--- config.mk ---
export PLATFORM = sky130hd
export DESIGN_NAME = combined_lcg_shuffle_rng
export DESIGN_NICKNAME = d
export VERILOG_FILES = /design/src/rtl/core/clsr_pkg.sv /design/src/rtl/core/combined_lcg_shuffle_rng.sv
export SDC_FILE = /design/constraint.sdc
export NUM_CORES = 2
export LEC_CHECK = 0
export ABC_AREA = 1
export BUFFER_PORTS_ARGS = -buffer_cell sky130_fd_sc_hd__clkbuf_2
export CELL_PAD_IN_SITES_DETAIL_PLACEMENT = 1
export CELL_PAD_IN_SITES_GLOBAL_PLACEMENT = 2
export CORE_ASPECT_RATIO = 0.6
export CORE_MARGIN = 2
export CORE_UTILIZATION = 46
export CTS_CLUSTER_SIZE = 28
export DETAILED_ROUTE_END_ITERATION = 12
export GPL_TIMING_DRIVEN = 0
export PLACE_DENSITY = 0.84
export REMOVE_ABC_BUFFERS = 1
export SLEW_MARGIN = 25
export SYNTH_ARGS = -nofsm -noshare
export SYNTH_HDL_FRONTEND = slang
export SYNTH_SLANG_ARGS = --single-unit
--- constraint.sdc ---
create_clock -name i_clk -period 20.2 [get_ports i_clk]
set_input_delay 4.04 -clock i_clk [delete_from_list [all_inputs] [get_ports i_clk]]
set_output_delay 4.04 -clock i_clk [all_outputs]
set_load 0.05 [all_outputs]
--- src/rtl/core/clsr_pkg.sv ---
// ----------------------------------------------------------------------------
// clsr_pkg
// Widths and constants of the combined LCG shuffle generator.
// ----------------------------------------------------------------------------
package clsr_pkg;

    localparam int TABLE_DEPTH = 32;
    localparam int WARMUP      = 8;
    localparam int SLOT_W      = $clog2(TABLE_DEPTH);
    localparam int CNT_W       = $clog2(TABLE_DEPTH + WARMUP);

    localparam int VAL_W  = 31;
    localparam int FRAC_W = 24;
    localparam int MUL_W  = 16;
    localparam int PROD_W = VAL_W + MUL_W;

    // both moduli sit just below 2^31: fold the high part back by the gap
    localparam logic [31:0] GAP1 = 32'd85;
    localparam logic [31:0] GAP2 = 32'd249;
    localparam logic [31:0] MOD1 = 32'h8000_0000 - GAP1;
    localparam logic [31:0] MOD2 = 32'h8000_0000 - GAP2;
    localparam logic [31:0] RAW_MAX = MOD1 - 32'd1;

    localparam logic [MUL_W-1:0] MUL1 = 16'd40014;
    localparam logic [MUL_W-1:0] MUL2 = 16'd40692;

    localparam logic [31:0] SLOT_DIV = 32'(1 + (MOD1 - 1) / TABLE_DEPTH);

    localparam logic [VAL_W-1:0] SEED_RST = 31'd1;
    localparam logic [VAL_W-1:0] GEN2_RST = 31'd123456789;

endpackage

--- src/rtl/core/combined_lcg_shuffle_rng.sv ---
// ----------------------------------------------------------------------------
// combined_lcg_shuffle_rng
// Two multiplicative congruential generators combined through a shuffle table.
// ----------------------------------------------------------------------------
// A draw is requested by one transfer on the input channel; i_reseed = 1 asks
// for the generators and the shuffle table to be rebuilt from the seed register
// first, and the very first draw after reset always rebuilds. Each draw yields
// one transfer on the output channel carrying the 31-bit combined value and its
// 0.24 fraction of the first modulus. A new draw is taken only once the one
// before it has issued its result. The steps are set by the microcode: every
// generator step is a multiply step followed by a fold step, a rebuild loads
// the seed and runs TABLE_DEPTH+8 such warm-up and fill steps one after
// another, and a draw walks the slot, table read-modify-write, combine and
// issue steps in turn. A finished result waits in the output register while
// the next draw is already taken. The seed register may be written at any
// time the block is idle; a write takes effect at the next rebuild.
// ----------------------------------------------------------------------------
module combined_lcg_shuffle_rng (
    input  logic                        i_clk,
    input  logic                        i_rst_n,
    // draw request channel
    input  logic                        i_valid,
    output logic                        o_stall,
    input  logic                        i_reseed,
    // result channel
    output logic                        o_valid,
    input  logic                        i_stall,
    output logic [clsr_pkg::VAL_W-1:0]  o_raw_value,
    output logic [clsr_pkg::FRAC_W-1:0] o_fraction,
    // seed register write channel
    input  logic                        i_cfg_valid,
    output logic                        o_cfg_ready,
    input  logic [clsr_pkg::VAL_W-1:0]  i_cfg_seed_magnitude
);

    import clsr_pkg::*;

    // ------------------------------------------------------------------
    // Microprogram: step names, operations and jump conditions
    // ------------------------------------------------------------------
    typedef enum logic [3:0] {
        ST_IDLE,        // wait for a draw request
        ST_ROUTE,       // skip the rebuild when not needed
        ST_LOAD,        // load seed into both generators
        ST_INIT_MUL,    // warm-up / fill: multiply
        ST_INIT_FOLD,   // warm-up / fill: fold, store, loop
        ST_DRAW_MUL,    // draw: multiply both generators, pick slot
        ST_DRAW_FOLD,   // draw: fold, table read-modify-write
        ST_COMBINE,     // draw: combine table word with second generator
        ST_EMIT         // draw: issue result, wait while output is full
    } t_step;

    typedef enum logic [3:0] {
        OP_NONE,
        OP_ACCEPT,
        OP_LOAD,
        OP_INIT_MUL,
        OP_INIT_FOLD,
        OP_DRAW_MUL,
        OP_DRAW_FOLD,
        OP_COMBINE,
        OP_EMIT
    } t_op;

    typedef enum logic [2:0] {
        C_NEXT,         // never jump
        C_NO_INPUT,     // jump while no request is taken
        C_SKIP_INIT,    // jump when tables are valid and no reseed asked
        C_LOOP,         // jump while the step counter is not zero
        C_BLOCKED       // jump while the output register cannot be loaded
    } t_cond;

    typedef struct packed {
        t_op   op;
        t_cond cond;
        t_step target;
    } t_ctrl;

    localparam t_step LAST_STEP = ST_EMIT;

    function automatic t_ctrl prog_word(input t_step s);
        t_ctrl w;
        w = '{op: OP_NONE, cond: C_NEXT, target: ST_IDLE};
        unique case (s)
            ST_IDLE:      w = '{op: OP_ACCEPT,    cond: C_NO_INPUT,  target: ST_IDLE};
            ST_ROUTE:     w = '{op: OP_NONE,      cond: C_SKIP_INIT, target: ST_DRAW_MUL};
            ST_LOAD:      w = '{op: OP_LOAD,      cond: C_NEXT,      target: ST_IDLE};
            ST_INIT_MUL:  w = '{op: OP_INIT_MUL,  cond: C_NEXT,      target: ST_IDLE};
            ST_INIT_FOLD: w = '{op: OP_INIT_FOLD, cond: C_LOOP,      target: ST_INIT_MUL};
            ST_DRAW_MUL:  w = '{op: OP_DRAW_MUL,  cond: C_NEXT,      target: ST_IDLE};
            ST_DRAW_FOLD: w = '{op: OP_DRAW_FOLD, cond: C_NEXT,      target: ST_IDLE};
            ST_COMBINE:   w = '{op: OP_COMBINE,   cond: C_NEXT,      target: ST_IDLE};
            ST_EMIT:      w = '{op: OP_EMIT,      cond: C_BLOCKED,   target: ST_EMIT};
            default:      w = '{op: OP_NONE,      cond: C_NEXT,      target: ST_IDLE};
        endcase
        return w;
    endfunction

    // fold p = hi*2^31 + lo modulo (2^31 - gap): hi*gap + lo stays below 2m
    function automatic logic [VAL_W-1:0] mod_fold(input logic [PROD_W-1:0] p,
                                                  input logic [31:0] gap,
                                                  input logic [31:0] m);
        logic [31:0] s;
        s = {1'b0, p[VAL_W-1:0]} + 32'(p[PROD_W-1:VAL_W]) * gap;
        if (s >= m) begin
            s = s - m;
        end
        return s[VAL_W-1:0];
    endfunction

    function automatic logic [31:0] slot_thr(input int k);
        return 32'(k) * SLOT_DIV;
    endfunction

    // ------------------------------------------------------------------
    // Registers
    // ------------------------------------------------------------------
    t_step              r_pc;
    logic               r_req;          // reseed flag of the draw in hand
    logic               r_init;         // table holds a valid fill
    logic [CNT_W-1:0]   r_cnt;          // remaining warm-up / fill steps
    logic               r_out_valid;
    logic [VAL_W-1:0]   r_out_raw;
    logic [FRAC_W-1:0]  r_out_frac;

    logic [VAL_W-1:0]   r_seed;
    logic [VAL_W-1:0]   r_g1;
    logic [VAL_W-1:0]   r_g2;
    logic [PROD_W-1:0]  r_p1;
    logic [PROD_W-1:0]  r_p2;
    logic [VAL_W-1:0]   r_last;
    logic [SLOT_W-1:0]  r_slot;
    logic [VAL_W-1:0]   r_rd;
    logic [VAL_W-1:0]   r_table [TABLE_DEPTH];

    t_step              n_pc;

    // ------------------------------------------------------------------
    // Control decode
    // ------------------------------------------------------------------
    t_ctrl              ctrl;
    logic               in_take;
    logic               out_blocked;
    logic               emit;
    logic               jump;

    assign ctrl        = prog_word(r_pc);
    assign in_take     = i_valid && (ctrl.op == OP_ACCEPT);
    assign out_blocked = r_out_valid && i_stall;
    assign emit        = (ctrl.op == OP_EMIT) && !out_blocked;

    always_comb begin
        unique case (ctrl.cond)
            C_NEXT:      jump = 1'b0;
            C_NO_INPUT:  jump = !in_take;
            C_SKIP_INIT: jump = r_init && !r_req;
            C_LOOP:      jump = (r_cnt != '0);
            C_BLOCKED:   jump = out_blocked;
            default:     jump = 1'b0;
        endcase
    end

    always_comb begin
        if (jump) begin
            n_pc = ctrl.target;
        end else if (r_pc == LAST_STEP) begin
            n_pc = ST_IDLE;
        end else begin
            n_pc = t_step'(r_pc + 4'd1);
        end
    end

    // ------------------------------------------------------------------
    // Datapath logic
    // ------------------------------------------------------------------
    logic [VAL_W-1:0]   fold1;
    logic [VAL_W-1:0]   fold2;
    logic [VAL_W-1:0]   seed_eff;
    logic [SLOT_W-1:0]  slot_calc;
    logic [VAL_W+1:0]   diff;
    logic [VAL_W+1:0]   diff_wrap;
    logic [VAL_W-1:0]   combined;
    logic [FRAC_W-1:0]  frac_q0;
    logic [FRAC_W:0]    frac_q1;
    logic [55:0]        frac_lhs;
    logic [55:0]        frac_rhs;
    logic [FRAC_W:0]    frac_sel;
    logic [FRAC_W-1:0]  frac_calc;
    logic               mem_we;
    logic [SLOT_W-1:0]  mem_waddr;

    assign fold1    = mod_fold(r_p1, GAP1, MOD1);
    assign fold2    = mod_fold(r_p2, GAP2, MOD2);
    assign seed_eff = (r_seed == '0) ? VAL_W'(1) : r_seed;

    // slot = last / SLOT_DIV, saturated: count the thresholds passed
    always_comb begin
        slot_calc = '0;
        for (int k = 1; k < TABLE_DEPTH; k++) begin
            if ({1'b0, r_last} >= slot_thr(k)) begin
                slot_calc = SLOT_W'(k);
            end
        end
    end

    // table word minus second generator, wrapped into 1 .. MOD1-1
    assign diff      = {2'b00, r_rd} - {2'b00, r_g2};
    assign diff_wrap = diff + (VAL_W+2)'(RAW_MAX);
    assign combined  = (diff[VAL_W+1] || (diff == '0)) ? diff_wrap[VAL_W-1:0]
                                                        : diff[VAL_W-1:0];

    // fraction is last>>7 or one more: test last*2^24 >= (q0+1)*MOD1
    assign frac_q0   = r_last[VAL_W-1 -: FRAC_W];
    assign frac_q1   = {1'b0, frac_q0} + (FRAC_W+1)'(1);
    assign frac_lhs  = {1'b0, r_last, {FRAC_W{1'b0}}} + 56'(frac_q1) * 56'(GAP1);
    assign frac_rhs  = {frac_q1, {VAL_W{1'b0}}};
    assign frac_sel  = (frac_lhs >= frac_rhs) ? frac_q1 : {1'b0, frac_q0};
    assign frac_calc = frac_sel[FRAC_W] ? {FRAC_W{1'b1}} : frac_sel[FRAC_W-1:0];

    // fill writes run from the top slot down; a draw refills the slot it read
    assign mem_we    = ((ctrl.op == OP_INIT_FOLD) && (r_cnt < CNT_W'(TABLE_DEPTH)))
                    || (ctrl.op == OP_DRAW_FOLD);
    assign mem_waddr = (ctrl.op == OP_INIT_FOLD) ? r_cnt[SLOT_W-1:0] : r_slot;

    // ------------------------------------------------------------------
    // Sequencer state and output register
    // ------------------------------------------------------------------
    always_ff @(posedge i_clk) begin
        if (!i_rst_n) begin
            r_pc        <= ST_IDLE;
            r_req       <= 1'b0;
            r_init      <= 1'b0;
            r_cnt       <= '0;
            r_out_valid <= 1'b0;
            r_out_raw   <= '0;
            r_out_frac  <= '0;
        end else begin
            r_pc <= n_pc;
            if (in_take) begin
                r_req <= i_reseed;
            end
            if (ctrl.op == OP_LOAD) begin
                r_cnt <= CNT_W'(TABLE_DEPTH + WARMUP - 1);
            end else if (ctrl.op == OP_INIT_FOLD) begin
                r_cnt <= r_cnt - CNT_W'(1);
                if (r_cnt == '0) begin
                    r_init <= 1'b1;
                end
            end
            // load a new result, or drop the old one once transferred
            if (emit) begin
                r_out_valid <= 1'b1;
                r_out_raw   <= r_last;
                r_out_frac  <= frac_calc;
            end else if (!i_stall) begin
                r_out_valid <= 1'b0;
            end
        end
    end

    // ------------------------------------------------------------------
    // Generator datapath
    // ------------------------------------------------------------------
    always_ff @(posedge i_clk) begin
        if (!i_rst_n) begin
            r_seed <= SEED_RST;
            r_g1   <= '0;
            r_g2   <= GEN2_RST;
            r_last <= '0;
            r_slot <= '0;
            r_p1   <= '0;
            r_p2   <= '0;
        end else begin
            if (i_cfg_valid) begin
                r_seed <= i_cfg_seed_magnitude;
            end
            unique case (ctrl.op)
                OP_LOAD: begin
                    r_g1 <= seed_eff;
                    r_g2 <= seed_eff;
                end
                OP_INIT_MUL: begin
                    r_p1 <= PROD_W'(r_g1) * PROD_W'(MUL1);
                end
                OP_INIT_FOLD: begin
                    r_g1 <= fold1;
                    // the final fill value lands in slot 0 and seeds last
                    if (r_cnt == '0) begin
                        r_last <= fold1;
                    end
                end
                OP_DRAW_MUL: begin
                    r_p1   <= PROD_W'(r_g1) * PROD_W'(MUL1);
                    r_p2   <= PROD_W'(r_g2) * PROD_W'(MUL2);
                    r_slot <= slot_calc;
                end
                OP_DRAW_FOLD: begin
                    r_g1 <= fold1;
                    r_g2 <= fold2;
                end
                OP_COMBINE: begin
                    r_last <= combined;
                end
                OP_NONE, OP_ACCEPT, OP_EMIT: begin
                end
                default: begin
                end
            endcase
        end
    end

    // ------------------------------------------------------------------
    // Shuffle table: read-before-write on the draw slot
    // ------------------------------------------------------------------
    always_ff @(posedge i_clk) begin
        if (mem_we) begin
            r_table[mem_waddr] <= fold1;
        end
        if (ctrl.op == OP_DRAW_FOLD) begin
            r_rd <= r_table[r_slot];
        end
    end

    assign o_stall     = (ctrl.op != OP_ACCEPT);
    assign o_valid     = r_out_valid;
    assign o_raw_value = r_out_raw;
    assign o_fraction  = r_out_frac;
    assign o_cfg_ready = 1'b1;

endmodule

==> impl_metrics.json <==
{
  "required_ns": 20.80,
  "r2r_start": "r_last[7]$_SDFFE_PN0P_",
  "r2r-end": "o_fraction[13]$_SDFFE_PN0P_",
  "synth-adder-area-share_pct": 21.0,
  "setup_viol_count_final": 0,
  "grt_setup_unrepaired": "no",
  "arrival_ns": 11.76,
  "crit_slowest_cell": "nand2_1",
  "critPathMostFrequentCell": "nand2_1",
  "synth-edff-count": 1023,
  "portBuffers": 93,
  "utilization_pct": 52.0,
  "grt_busiest_layer": "met1",
  "ctsResizeCount": 0,
  "synth_compound_area_share_pct": 13.0,
  "drive_above_1_share_pct": 6.72,
  "routed_wl_mm": 291,
  "synthSimpleGateAreaFrac_pct": 11.9,
  "boundaryPins": 95,
  "gr-usage-met1_pct": 47.8,
  "antenna_found_initial": 16,
  "dominantRegCellSynth": "edfxtp_1",
  "ys_ff_latch": 1319,
  "period_share_pct": 55.2,
  "fmax_mhz": 89.6,
  "fillers": 19400,
  "synth_cells": 8375,
  "synth-xor-area-share_pct": 2.84,
  "startpoint_type": "register",
  "wl_per_cell_um": 26.7,
  "cpPeakStageDelay_ns": 1.06,
  "dieHeight_um": 332,
  "dp_slack_ns": 9.22,
  "finalMaxSlewViolations": 0,
  "hold_buffers": 0,
  "crit_type": "register to register",
  "ys_types": 65,
  "cts_buffers": 138,
  "synth-warning-count": 0,
  "synth_top_area_cell": "edfxtp_1",
  "die_w_um": 550,
  "grt_first_pass_wirelength_mm": 435,
  "clkSlewWorstSetupHoldPaths_ns": 0.06,
  "worstPathMaxFanout": 25,
  "area_growth_pct": 12.6,
  "hold_viol_final": 0,
  "cts_max_level": 4,
  "final.setup.worst_slack_ns": 9.04,
  "worstMarginPinSlew_ns": 1.17,
  "min_path_type": "register to register",
  "synth_common_cells": "1087 x inv_1, 1058 x nor2_1, 1023 x edfxtp_1, 864 x nand2_1, 837 x o21ai_0",
  "min_from": "o_fraction[18]$_SDFFE_PN0P_",
  "grt_pass1_vias": 66300,
  "clock_latency_ns": 0.82,
  "r2r_slack_ns": 9.04,
  "synth_top_family_by_area": "adder cells",
  "ant_nets": 0,
  "use_met3_pct": 6.48,
  "hold_path_depth": 2,
  "hold_ws_ns": 0.466,
  "fin_skew_ns": 0.0951,
  "clock_sinks": 1319,
  "grt.total_usage_pct": 31.8,
  "regArea_um2": 36700,
  "drtIter0Drc": 6523,
  "coreArea_um2": 178000,
  "synth_most_common_cell": "inv_1",
  "gr-total-overflow": 0,
  "die-area_um2": 183000,
  "vias_per_cell": 5.90,
  "end_kind": "register",
  "syn-cell-area_um2": 82400,
  "min_period_ns": 11.16,
  "cts_setup_buffers": 0,
  "synthArstFlopShare_pct": 0,
  "multi_input_area_um2": 40800,
  "muxShareOfSynthArea_pct": 0,
  "fin_nets": 9531,
  "initial_utilization_pct": 46.2,
  "reg2regPathDepth": 39,
  "dp_hpwl_mm": 213,
  "cts_tree": "built",
  "clk_path_buf_depth": 4,
  "gp_congestion": 0.909,
  "synth_top_area_share_pct": 37.3,
  "vias": 64200,
  "cap_violations": 0,
  "grt_max_degree": 113,
  "std_cell_rows": 120,
  "cts-root-buf": "clkbuf_16",
  "critPathLaunch": "r_last[7]$_SDFFE_PN0P_",
  "hold_end": "o_fraction[18]$_SDFFE_PN0P_",
  "ys_seq_area_share_pct": 44.5,
  "route.detailed.drc": 0,
  "syn_area_per_cell_um2": 9.84,
  "synth.top_cells.by_area": "edfxtp_1 37%, fa_1 12%, ha_1 9.1%, dfxtp_1 7.2%, o21ai_0 5.1%",
  "relSlewSlack_pct": 22.2,
  "dr.pass1.iters": 5,
  "status": "finished, final reports clean",
  "met2_usage_pct": 46.9
}
## cell type report
type / count / share of cell area, %
Clock buffer: 177 / 3.98
Sequential cell: 1319 / 39.5
Antenna cell: 3 / 0.00809
Clock inverter: 55 / 0.577
Tap cell: 2379 / 3.21
Timing Repair Buffer: 240 / 4.25
Multi-Input combinational cell: 5602 / 43.9
Inverter: 1105 / 4.51
## logic make-up after synthesis
kind of cell | after synthesis
and+or+nand+nor | 2404
AOI/OAI and AO/OA | 1845
buffers and inverters | 1454
DFF | 1319
adders and majority gates | 1088
xor gates and xnor gates | 264
other | 1
## cells in the final DEF, fill, tap and decap left out, types with 36 or more instances in the layout
| master | synthesis | layout |
|---|---|---|
| edfxtp_1 | 1023 | 1023 |
| ha_1 | 597 | 597 |
| o21ai_0 | 837 | 837 |
| clkbuf_2 | 0 | 92 |
| dfxtp_1 | 296 | 289 |
| nand3_1 | 293 | 292 |
| clkbuf_16 | 0 | 139 |
| buf_16 | 0 | 89 |
| xnor2_1 | 60 | 60 |
| fa_1 | 491 | 491 |
| a21oi_1 | 444 | 443 |
| nor3_1 | 66 | 65 |
| o22ai_1 | 60 | 60 |
| inv_1 | 1087 | 1078 |
| nand4_1 | 49 | 49 |
| nand2_1 | 864 | 854 |
| o211ai_1 | 52 | 52 |
| buf_12 | 1 | 43 |
| nor2_1 | 1058 | 1019 |
| o221ai_1 | 193 | 193 |
| nor2_4 | 0 | 36 |
| a31oi_1 | 67 | 63 |
| xor2_1 | 200 | 197 |
## worst max path at each step
stage                                  endpoint
floorplan              r_table[13][0]$_DFFE_PP_
global placement       r_table[5][10]$_DFFE_PP_
detailed placement  o_fraction[13]$_SDFFE_PN0P_
CTS                 o_fraction[13]$_SDFFE_PN0P_
global route        o_fraction[13]$_SDFFE_PN0P_
finish              o_fraction[13]$_SDFFE_PN0P_
## flip-flops by register name, summed over array words and instances (netlist names), 5 cells and up
| name | count |
|---|---|
| r_rd | 31 |
| r_p1 | 46 |
| o_fraction | 24 |
| r_slot | 5 |
| r_cnt | 6 |
| r_g1 | 31 |
| o_raw_value | 31 |
| r_p2 | 45 |
| r_table | 992 |
| r_g2 | 31 |
| ctrl | 8 |
| r_last | 31 |
| r_seed | 31 |
## per-layer routing
layer / wire length (um) / up-vias
li1: - / 28700
met1: 134000 / 32700
met2: 124000 / 2410
met3: 25100 / 436
met4: 7400 / 8
met5: 60 / -
## through the flow
stage / setup TNS [ns] / std cells / instance area, um2
after global routing: 0 / 10900 / 92800
final: 0 / 10900 / 92800
after CTS: 0 / 10900 / 92700
after floorplan: -3639.62 / 8026 / 81000
after detailed placement: 0 / 10600 / 88500
after global placement: - / 10500 / 84400
## worst max-delay path: cells and delay by family (launching register included)
kind	cells	cell delay (ns)
AO/OA/AOI/OAI	6	1.60
XOR/XNOR	2	0.59
adder cells (fa/ha/maj)	7	2.62
buffers and inverters	6	0.65
flip-flops	1	0.65
AND/OR/NAND/NOR	18	4.88
Power is not shown: default switching activity piles up to over one toggle a cycle in this logic, so the estimate is an artifact.
